$ cat config.mk
export PLATFORM = sky130hd
export DESIGN_NAME = hsl_to_rgb_converter_top
export DESIGN_NICKNAME = d
export VERILOG_FILES = /design/src/sv/hsl2rgb_pkg.sv /design/src/sv/hsl2rgb_levels.sv /design/src/sv/hsl2rgb_ramp.sv /design/src/sv/hsl_to_rgb_converter_top.sv
export VERILOG_INCLUDE_DIRS = /design/src /design/src/sv
export SDC_FILE = /design/constraint.sdc
export NUM_CORES = 2
export LEC_CHECK = 0
export ABC_CLOCK_PERIOD_IN_PS = 18100
export BUFFER_PORTS_ARGS = -buffer_cell sky130_fd_sc_hd__buf_4
export CAP_MARGIN = 10
export CORE_MARGIN = 2
export CORE_UTILIZATION = 70
export DETAILED_ROUTE_END_ITERATION = 8
export PLACE_DENSITY = 0.89
export SLEW_MARGIN = 25
export SYNTH_ARGS = -nofsm -noshare
export SYNTH_HDL_FRONTEND = slang
export SYNTH_SLANG_ARGS = --single-unit
$ cat constraint.sdc
create_clock -name clk -period 18.1 [get_ports clk]
set_clock_uncertainty 0.15 [all_clocks]
set_input_delay 2.715 -clock clk [delete_from_list [all_inputs] [get_ports clk]]
set_output_delay 2.715 -clock clk [all_outputs]
set_load 0.1 [all_outputs]
$ cat src/sv/hsl_to_rgb_converter_top_defines.svh
// hsl_to_rgb_converter_top_defines.svh: assertion macros for the hsl to rgb converter
// depends on nothing; included by files that carry concurrent assertions
// macros expect a clock named clk and an active-low reset named rst_n in scope
`ifndef HSL_TO_RGB_CONVERTER_TOP_DEFINES_SVH
`define HSL_TO_RGB_CONVERTER_TOP_DEFINES_SVH

`ifndef SYNTHESIS
// plain property checked on every rising clock edge outside reset
`define HSL2RGB_ASSERT(label, prop, msg) \
    label: assert property (@(posedge clk) disable iff (!rst_n) (prop)) else $error(msg);
// implication with an antecedent and a consequent written apart
`define HSL2RGB_ASSERT_IMPL(label, ante, cons, msg) \
    label: assert property (@(posedge clk) disable iff (!rst_n) (ante) |-> (cons)) \
        else $error(msg);
`else
`define HSL2RGB_ASSERT(label, prop, msg)
`define HSL2RGB_ASSERT_IMPL(label, ante, cons, msg)
`endif

`endif

$ cat src/sv/hsl2rgb_pkg.sv
// hsl2rgb_pkg.sv: types and fixed-point constants shared by the hsl to rgb converter
// depends on nothing; used by hsl2rgb_levels, hsl2rgb_ramp and the top level
package hsl2rgb_pkg;

    localparam int FRAC_BITS  = 16;
    localparam int ALPHA_W    = 8;
    localparam int LVL_W      = FRAC_BITS + 1;
    localparam int PIPE_DEPTH = 4;

    localparam int unsigned ONE_Q = 1 << FRAC_BITS;

    localparam logic [FRAC_BITS-1:0] HALF_Q       = FRAC_BITS'(ONE_Q / 2);
    localparam logic [FRAC_BITS-1:0] SIXTH_Q      = FRAC_BITS'(ONE_Q / 6);
    localparam logic [FRAC_BITS-1:0] THIRD_Q      = FRAC_BITS'(ONE_Q / 3);
    localparam logic [FRAC_BITS-1:0] TWO_THIRDS_Q = FRAC_BITS'((2 * ONE_Q) / 3);

    typedef logic [FRAC_BITS-1:0] frac_t;
    typedef logic [LVL_W-1:0]     lvl_t;

    // the two ramp levels and their difference
    typedef struct packed {
        lvl_t m1;
        lvl_t m2;
        lvl_t span;
    } levels_t;

    // hue ramp segment codes
    typedef logic [1:0] seg_t;
    localparam seg_t SEG_RISE = 2'd0;
    localparam seg_t SEG_HIGH = 2'd1;
    localparam seg_t SEG_FALL = 2'd2;
    localparam seg_t SEG_LOW  = 2'd3;

endpackage

$ cat src/sv/hsl2rgb_levels.sv
// hsl2rgb_levels.sv: two-stage pipeline that forms the ramp levels m1, m2 and their span
// depends on hsl2rgb_pkg
module hsl2rgb_levels
(
    input  logic                       clk,
    input  hsl2rgb_pkg::frac_t         saturation,
    input  hsl2rgb_pkg::frac_t         lightness,
    output hsl2rgb_pkg::levels_t       levels
);

    localparam int F      = hsl2rgb_pkg::FRAC_BITS;
    localparam int PROD_W = 2 * F;

    // stage 1: lightness times saturation
    logic [PROD_W-1:0]   prod_reg;
    logic [PROD_W-1:0]   prod_next;
    hsl2rgb_pkg::frac_t  l_reg;
    hsl2rgb_pkg::frac_t  s_reg;

    // stage 2: levels
    hsl2rgb_pkg::levels_t levels_reg;
    hsl2rgb_pkg::levels_t levels_next;

    hsl2rgb_pkg::frac_t  ls;
    hsl2rgb_pkg::lvl_t   twice_l;
    hsl2rgb_pkg::lvl_t   m2;
    hsl2rgb_pkg::lvl_t   m1;

    assign prod_next = PROD_W'(saturation) * PROD_W'(lightness);

    always_ff @(posedge clk)
    begin
        prod_reg <= prod_next;
        l_reg    <= lightness;
        s_reg    <= saturation;
    end

    always_comb
    begin
        ls      = prod_reg[PROD_W-1:F];
        twice_l = {l_reg, 1'b0};
        if (l_reg <= hsl2rgb_pkg::HALF_Q)
        begin
            m2 = {1'b0, l_reg} + {1'b0, ls};
        end
        else
        begin
            // ls never exceeds saturation, so no borrow
            m2 = {1'b0, l_reg} + {1'b0, s_reg} - {1'b0, ls};
        end
        m1 = (twice_l >= m2) ? (twice_l - m2) : '0;
        levels_next.m1   = m1;
        levels_next.m2   = m2;
        levels_next.span = m2 - m1;
    end

    always_ff @(posedge clk)
    begin
        levels_reg <= levels_next;
    end

    assign levels = levels_reg;

endmodule

$ cat src/sv/hsl2rgb_ramp.sv
// hsl2rgb_ramp.sv: three-stage hue ramp for one color channel with output saturation
// depends on hsl2rgb_pkg; levels arrive in the cycle after the channel hue
module hsl2rgb_ramp
(
    input  logic                   clk,
    input  hsl2rgb_pkg::frac_t     chan_hue,
    input  hsl2rgb_pkg::levels_t   levels,
    output hsl2rgb_pkg::frac_t     chan
);

    localparam int F      = hsl2rgb_pkg::FRAC_BITS;
    localparam int L      = hsl2rgb_pkg::LVL_W;
    localparam int PROD_W = L + F;

    // stage 1: segment and slope factor
    hsl2rgb_pkg::seg_t   seg_reg;
    hsl2rgb_pkg::seg_t   seg_next;
    hsl2rgb_pkg::frac_t  factor_reg;
    hsl2rgb_pkg::frac_t  factor_next;

    logic [F+2:0]        rise6;
    logic [F+2:0]        fall6;
    hsl2rgb_pkg::frac_t  fall_dist;

    // stage 2: span times factor
    hsl2rgb_pkg::seg_t   seg2_reg;
    logic [PROD_W-1:0]   prod_reg;
    logic [PROD_W-1:0]   prod_next;
    hsl2rgb_pkg::lvl_t   m1_reg;
    hsl2rgb_pkg::lvl_t   m2_reg;

    // stage 3: select and saturate
    logic [L:0]          ramp_val;
    hsl2rgb_pkg::frac_t  chan_reg;
    hsl2rgb_pkg::frac_t  chan_next;

    always_comb
    begin
        fall_dist = hsl2rgb_pkg::TWO_THIRDS_Q - chan_hue;
        rise6     = {1'b0, chan_hue, 2'b00} + {2'b00, chan_hue, 1'b0};
        fall6     = {1'b0, fall_dist, 2'b00} + {2'b00, fall_dist, 1'b0};
        if (chan_hue < hsl2rgb_pkg::SIXTH_Q)
        begin
            seg_next    = hsl2rgb_pkg::SEG_RISE;
            factor_next = rise6[F-1:0];
        end
        else if (chan_hue < hsl2rgb_pkg::HALF_Q)
        begin
            seg_next    = hsl2rgb_pkg::SEG_HIGH;
            factor_next = '0;
        end
        else if (chan_hue < hsl2rgb_pkg::TWO_THIRDS_Q)
        begin
            seg_next    = hsl2rgb_pkg::SEG_FALL;
            factor_next = fall6[F-1:0];
        end
        else
        begin
            seg_next    = hsl2rgb_pkg::SEG_LOW;
            factor_next = '0;
        end
    end

    always_ff @(posedge clk)
    begin
        seg_reg    <= seg_next;
        factor_reg <= factor_next;
    end

    assign prod_next = PROD_W'(levels.span) * PROD_W'(factor_reg);

    always_ff @(posedge clk)
    begin
        seg2_reg <= seg_reg;
        prod_reg <= prod_next;
        m1_reg   <= levels.m1;
        m2_reg   <= levels.m2;
    end

    always_comb
    begin
        case (seg2_reg)
            hsl2rgb_pkg::SEG_RISE,
            hsl2rgb_pkg::SEG_FALL:
            begin
                ramp_val = {1'b0, m1_reg} + {1'b0, prod_reg[PROD_W-1:F]};
            end
            hsl2rgb_pkg::SEG_HIGH:
            begin
                ramp_val = {1'b0, m2_reg};
            end
            default:
            begin
                ramp_val = {1'b0, m1_reg};
            end
        endcase
        // clamp to the largest channel code
        if (ramp_val[L:F] != '0)
        begin
            chan_next = '1;
        end
        else
        begin
            chan_next = ramp_val[F-1:0];
        end
    end

    always_ff @(posedge clk)
    begin
        chan_reg <= chan_next;
    end

    assign chan = chan_reg;

endmodule

$ cat src/sv/hsl_to_rgb_converter_top.sv
// hsl_to_rgb_converter_top.sv: fully pipelined hsl to rgb pixel converter
// depends on hsl2rgb_pkg, hsl2rgb_levels, hsl2rgb_ramp and hsl_to_rgb_converter_top_defines.svh
//
// Converts one pixel per clock from hue, saturation and lightness (unsigned Q0.16) to
// saturated red, green and blue (unsigned Q0.16), with the alpha byte carried alongside.
// busy is always low, so a transaction is taken at every clock edge where start is high.
// Each pixel passes through all four register stages and leaves marked by a one-cycle done
// strobe; the four register stages are the lightness-saturation multiply, the m1/m2 level
// adders, the per-channel span multiply and the final level select and clamp. Results are
// not held: the receiver has to take red, green, blue and alpha_out in the cycle done is
// high, since there is no way to stall the output. Sustained rate is one pixel per cycle.

`include "hsl_to_rgb_converter_top_defines.svh"

module hsl_to_rgb_converter_top
(
    input  logic                                   clk,
    input  logic                                   rst_n,
    input  logic                                   start,
    output logic                                   busy,
    input  logic [hsl2rgb_pkg::FRAC_BITS-1:0]      hue,
    input  logic [hsl2rgb_pkg::FRAC_BITS-1:0]      saturation,
    input  logic [hsl2rgb_pkg::FRAC_BITS-1:0]      lightness,
    input  logic [hsl2rgb_pkg::ALPHA_W-1:0]        alpha_in,
    output logic                                   done,
    output logic [hsl2rgb_pkg::FRAC_BITS-1:0]      red,
    output logic [hsl2rgb_pkg::FRAC_BITS-1:0]      green,
    output logic [hsl2rgb_pkg::FRAC_BITS-1:0]      blue,
    output logic [hsl2rgb_pkg::ALPHA_W-1:0]        alpha_out
);

    localparam int DEPTH = hsl2rgb_pkg::PIPE_DEPTH;

    // one valid bit per stage; the last one is the done strobe
    logic [DEPTH-1:0]                  valid_reg;
    logic [DEPTH-1:0]                  valid_next;
    logic                              accept;

    // alpha rides along the pipeline, one register per stage
    logic [hsl2rgb_pkg::ALPHA_W-1:0]   alpha_pipe_reg [DEPTH];

    // channel hues, registered in stage 1
    hsl2rgb_pkg::frac_t                hue_r_reg;
    hsl2rgb_pkg::frac_t                hue_g_reg;
    hsl2rgb_pkg::frac_t                hue_b_reg;
    hsl2rgb_pkg::frac_t                hue_r_next;
    hsl2rgb_pkg::frac_t                hue_b_next;

    // ramp levels, valid in stage 2
    hsl2rgb_pkg::levels_t              levels;

    // the pipeline never stalls
    assign busy   = 1'b0;
    assign accept = start && !busy;

    assign valid_next = {valid_reg[DEPTH-2:0], accept};

    always_ff @(posedge clk or negedge rst_n)
    begin
        if (!rst_n)
        begin
            valid_reg <= '0;
        end
        else
        begin
            valid_reg <= valid_next;
        end
    end

    assign done = valid_reg[DEPTH-1];

    // red sits a third of a turn ahead of green, blue a third behind, both wrapping
    assign hue_r_next = hue + hsl2rgb_pkg::THIRD_Q;
    assign hue_b_next = hue - hsl2rgb_pkg::THIRD_Q;

    always_ff @(posedge clk)
    begin
        hue_r_reg <= hue_r_next;
        hue_g_reg <= hue;
        hue_b_reg <= hue_b_next;
    end

    always_ff @(posedge clk)
    begin
        alpha_pipe_reg[0] <= alpha_in;
        for (int i = 1; i < DEPTH; i++)
        begin
            alpha_pipe_reg[i] <= alpha_pipe_reg[i-1];
        end
    end

    assign alpha_out = alpha_pipe_reg[DEPTH-1];

    // stages 1 and 2: m1, m2 and span
    hsl2rgb_levels u_levels
    (
        .clk        (clk),
        .saturation (saturation),
        .lightness  (lightness),
        .levels     (levels)
    );

    // stages 2 to 4: one hue ramp per channel
    hsl2rgb_ramp u_ramp_red
    (
        .clk      (clk),
        .chan_hue (hue_r_reg),
        .levels   (levels),
        .chan     (red)
    );

    hsl2rgb_ramp u_ramp_green
    (
        .clk      (clk),
        .chan_hue (hue_g_reg),
        .levels   (levels),
        .chan     (green)
    );

    hsl2rgb_ramp u_ramp_blue
    (
        .clk      (clk),
        .chan_hue (hue_b_reg),
        .levels   (levels),
        .chan     (blue)
    );

    // every taken transaction comes out as a done strobe
    `HSL2RGB_ASSERT_IMPL(a_latency, accept, ##4 done, "taken pixel did not leave after four cycles")
    // no result strobe without an earlier transaction
    `HSL2RGB_ASSERT_IMPL(a_no_spurious, done, $past(accept, 4), "result strobe without a pixel")
    // zero saturation gives a gray equal to the lightness on all channels
    `HSL2RGB_ASSERT_IMPL(a_gray, done && $past(saturation == '0, 4), red == green && green == blue && blue == $past(lightness, 4), "gray pixel channels differ from lightness")

endmodule
==> impl_summary.txt <==
----------------------------------------------------
[Yosys]
  Simple-gate share of the synthesized area ... 0.142
  Synth Register Bits ... 372
  Complex-gate fraction of the synthesized area ... 0.0918
  Synthesized netlist cell count ... 5757
  Netlist area before placement ... 51900 um2
  Post-synthesis sequential area ratio ... 0.144
  Net count of the mapped netlist ... 7282
  Proportion of synthesized area in mux cells ... 0.00842
  Synth Area in Adders ... 0.469
  Xor and xnor fraction of the mapped netlist area ... 0.0505
  Dominant register cell in the synthesized netlist ... sky130_fd_sc_hd__dfxtp_1
  Unique cell type count in the Yosys netlist ... 81
  Main combinational cell family by area after synthesis ... adder cells
  Async set-or-reset flop fraction in the synthesized netlist ... 0.0108
  Post-synth EDFFs ... 0
  Mean Syn Cell Area ... 9.01 um2
  Yosys warns ... 0

[Finish]
  Sequential standard cell area ... 7470 um2
  Flip-flop count of the largest register, all copies and words added ... 51
  Most frequent standard cell in the layout excluding fill and tap cells ... sky130_fd_sc_hd__inv_1
  Area of the multi-input gates ... 39600 um2
  Fraction of final layout cells sized beyond drive strength 1 ... 0.0456
  Synth-to-layout area growth ... 5.65%
  Nets ... 7235
  Commonest cells after routing, fill and taps aside ... 1053 x sky130_fd_sc_hd__inv_1, 800 x sky130_fd_sc_hd__fa_1, 784 x sky130_fd_sc_hd__nand2_1
  Total of fill cells in the finished design ... 4876

[Clocking]
  Clock root buffer ... sky130_fd_sc_hd__clkbuf_16
  TritonCTS Sinks ... 372
  Post-CTS sizing ... 0
  H-tree Lvls ... 2
  Clock Latency Late Sink ... 600 ps
  Clk buf depth ... 3
  Hold-fix buffer count after cts ... 0
  Setup repair bufs after CTS ... 0
  TritonCTS clock tree ... built
  Cts bufs inserted ... 43
  Clock-pin slew of the registers on the worst-case setup and hold paths ... 70 ps

[Timing]
  Final Max Slew Viols ... 0
  Worst-Margin Slew ... 1050 ps
  Max frequency ... 124 MHz
  Aggregate negative setup slack ... 0 ps
  Total of endpoints with negative setup slack in the final report ... 0
  Slew headroom ... 0.299
  Unrepaired setup endpoints after global routing ... no
  Portion of the clock cycle consumed by the worst path in the final layout ... 0.447
  Final-report hold violation count ... 0
  Post-route minimum period ... 8090 ps

[Die]
  Floorplan Core Area ... 73200 um2
  Standard-cell row count ... 99
  Chip height ... 276 um
  Initial Util ... 0.709
  Die outline area ... 76300 um2
  Number of top-level design ports ... 117
  Die boundary width ... 276 um

[Global routing]
  Remaining global-route overflow ... 0
  Via count of the first global-routing pass ... 42400
  Largest net degree at the start of global routing ... 46
  GRT Util Overall ... 0.344
  Global-route wire length before repair ... 212 mm
  Number of antenna violations at the first check in global routing ... 6

[Worst setup path]
  Largest driver fanout on the critical path ... 17
  Launching element type of the critical path ... input port
  Critical Setup Path Class ... input port to flop
  Type of destination of the critical path ... flop
  Data required time at the worst endpoint ... 18440 ps
  Critical Path AT ... 8430 ps

[Placed design]
  Final RePlAce weighted congestion ... 0.950
  Buffers added on ports ... 115
  HPWL reported at the end of detailed placement ... 98.1 mm

[Routing]
  Drt first pass iters ... 9
  # DRC ... 0
  Sum of routed wire length over all layers ... 130 mm
  Number of vias after detailed routing ... 39900
  Initial DRC Count ... 3233
  Antenna-violating nets left ... 0
  Vias per std cell ... 5.95
  Detailed-route wire length per cell ... 19.4 um

[Status]
  Result of the run ... complete, no violations

[Hold path]
  Hold/Removal Path Class ... flop to flop

[Run]
  Max-capacitance violation count ... 0

----------------------------------------------------
[critical path: stages]
cell and delay (ps):
sky130_fd_sc_hd__buf_4 210, sky130_fd_sc_hd__nand2_1 110, sky130_fd_sc_hd__fa_1 540, sky130_fd_sc_hd__inv_1 50, sky130_fd_sc_hd__fa_1 550, sky130_fd_sc_hd__inv_1 70
sky130_fd_sc_hd__fa_1 490, sky130_fd_sc_hd__fa_1 520, sky130_fd_sc_hd__fa_1 500, sky130_fd_sc_hd__inv_1 60, sky130_fd_sc_hd__fa_1 430, sky130_fd_sc_hd__ha_1 360
sky130_fd_sc_hd__nand4_1 170, sky130_fd_sc_hd__nor3_1 280, sky130_fd_sc_hd__nand4_1 190, sky130_fd_sc_hd__nand4_1 240, sky130_fd_sc_hd__nand4_1 210, sky130_fd_sc_hd__a21boi_0 360
sky130_fd_sc_hd__o21a_1 180, sky130_fd_sc_hd__nor2_1 60, sky130_fd_sc_hd__xnor2_1 120
[cells by family (layout without fill, tap and decap cells)]
family,count (synthesis),in the layout
buffers and inverters,1291,1278
adders and majority gates,1466,1466
and+or+nand+nor,1572,1572
AOI/OAI and AO/OA,713,713
other,2,5
muxes,42,42
xor gates and xnor gates,299,299
DFF,372,372
[routing by layer]
metal / routed length, um / track usage / vias to the layer above
li1: - / - / 17900
met1: 48700 / 0.429 / 19400
met2: 62700 / 0.586 / 2082
met3: 12400 / 0.0571 / 516
met4: 6400 / 0.164 / 6
met5: 34 / 0 / -
[cells in the mapped netlist, drive strengths merged, types with 71 or more instances]
| master | count | area share |
|---|---|---|
| a21o | 93 | 0.013 |
| xor2 | 96 | 0.016 |
| inv | 1055 | 0.076 |
| ha | 666 | 0.16 |
| xnor2 | 203 | 0.034 |
| fa | 800 | 0.31 |
| nand2 | 784 | 0.057 |
| o21ai | 123 | 0.012 |
| dfxtp | 368 | 0.14 |
| clkbuf | 229 | 0.017 |
| a21oi | 181 | 0.018 |
| nor3 | 71 | 0.0068 |
| nor2 | 162 | 0.012 |
| and2 | 360 | 0.043 |
[final timing paths]
kind / startpoint / to / slack [ps] / cells past startpoint
max reg2reg: u_levels.l_reg[0]$_DFF_P_ / u_levels.levels[15]$_DFF_P_ / 10350 / 31
min: u_levels.levels[50]$_DFF_P_ / u_ramp_red.m1_reg[16]$_DFF_P_ / 150 / 0
min in group asynchronous: rst_n / valid_reg[3]$_DFF_PN0_ / 1730 / 1
min reg2reg: u_levels.levels[50]$_DFF_P_ / u_ramp_red.m1_reg[16]$_DFF_P_ / 150 / 0
max in group asynchronous: rst_n / valid_reg[2]$_DFF_PN0_ / 15970 / 1
max: saturation[15] / u_levels.prod_reg[25]$_DFF_P_ / 10010 / 21
[cell type report]
type                       instances  share of cell area
multi-input combinational       4094               0.722
sequential                       372               0.136
inverter                        1055              0.0723
tap                              959              0.0219
clock buffer                      52              0.0217
timing repair buffer             144              0.0197
clock inverter                    27             0.00607
antenna                            3            0.000137
[per-stage QoR]
stage	utilization	std cells	worst slack, ps	hold WS [ps]	area, um2
floorplan	-	5757	9990	160	51900
global placement	0.728	6623	9570	160	53300
detailed placement	0.728	6624	9470	162	53300
CTS	0.748	6703	10070	152	54800
global route	0.749	6705	9680	157	54800
finish	0.749	6706	10010	153	54800
Power is not shown: default switching activity piles up to over one toggle a cycle in this logic, so the estimate is an artifact.
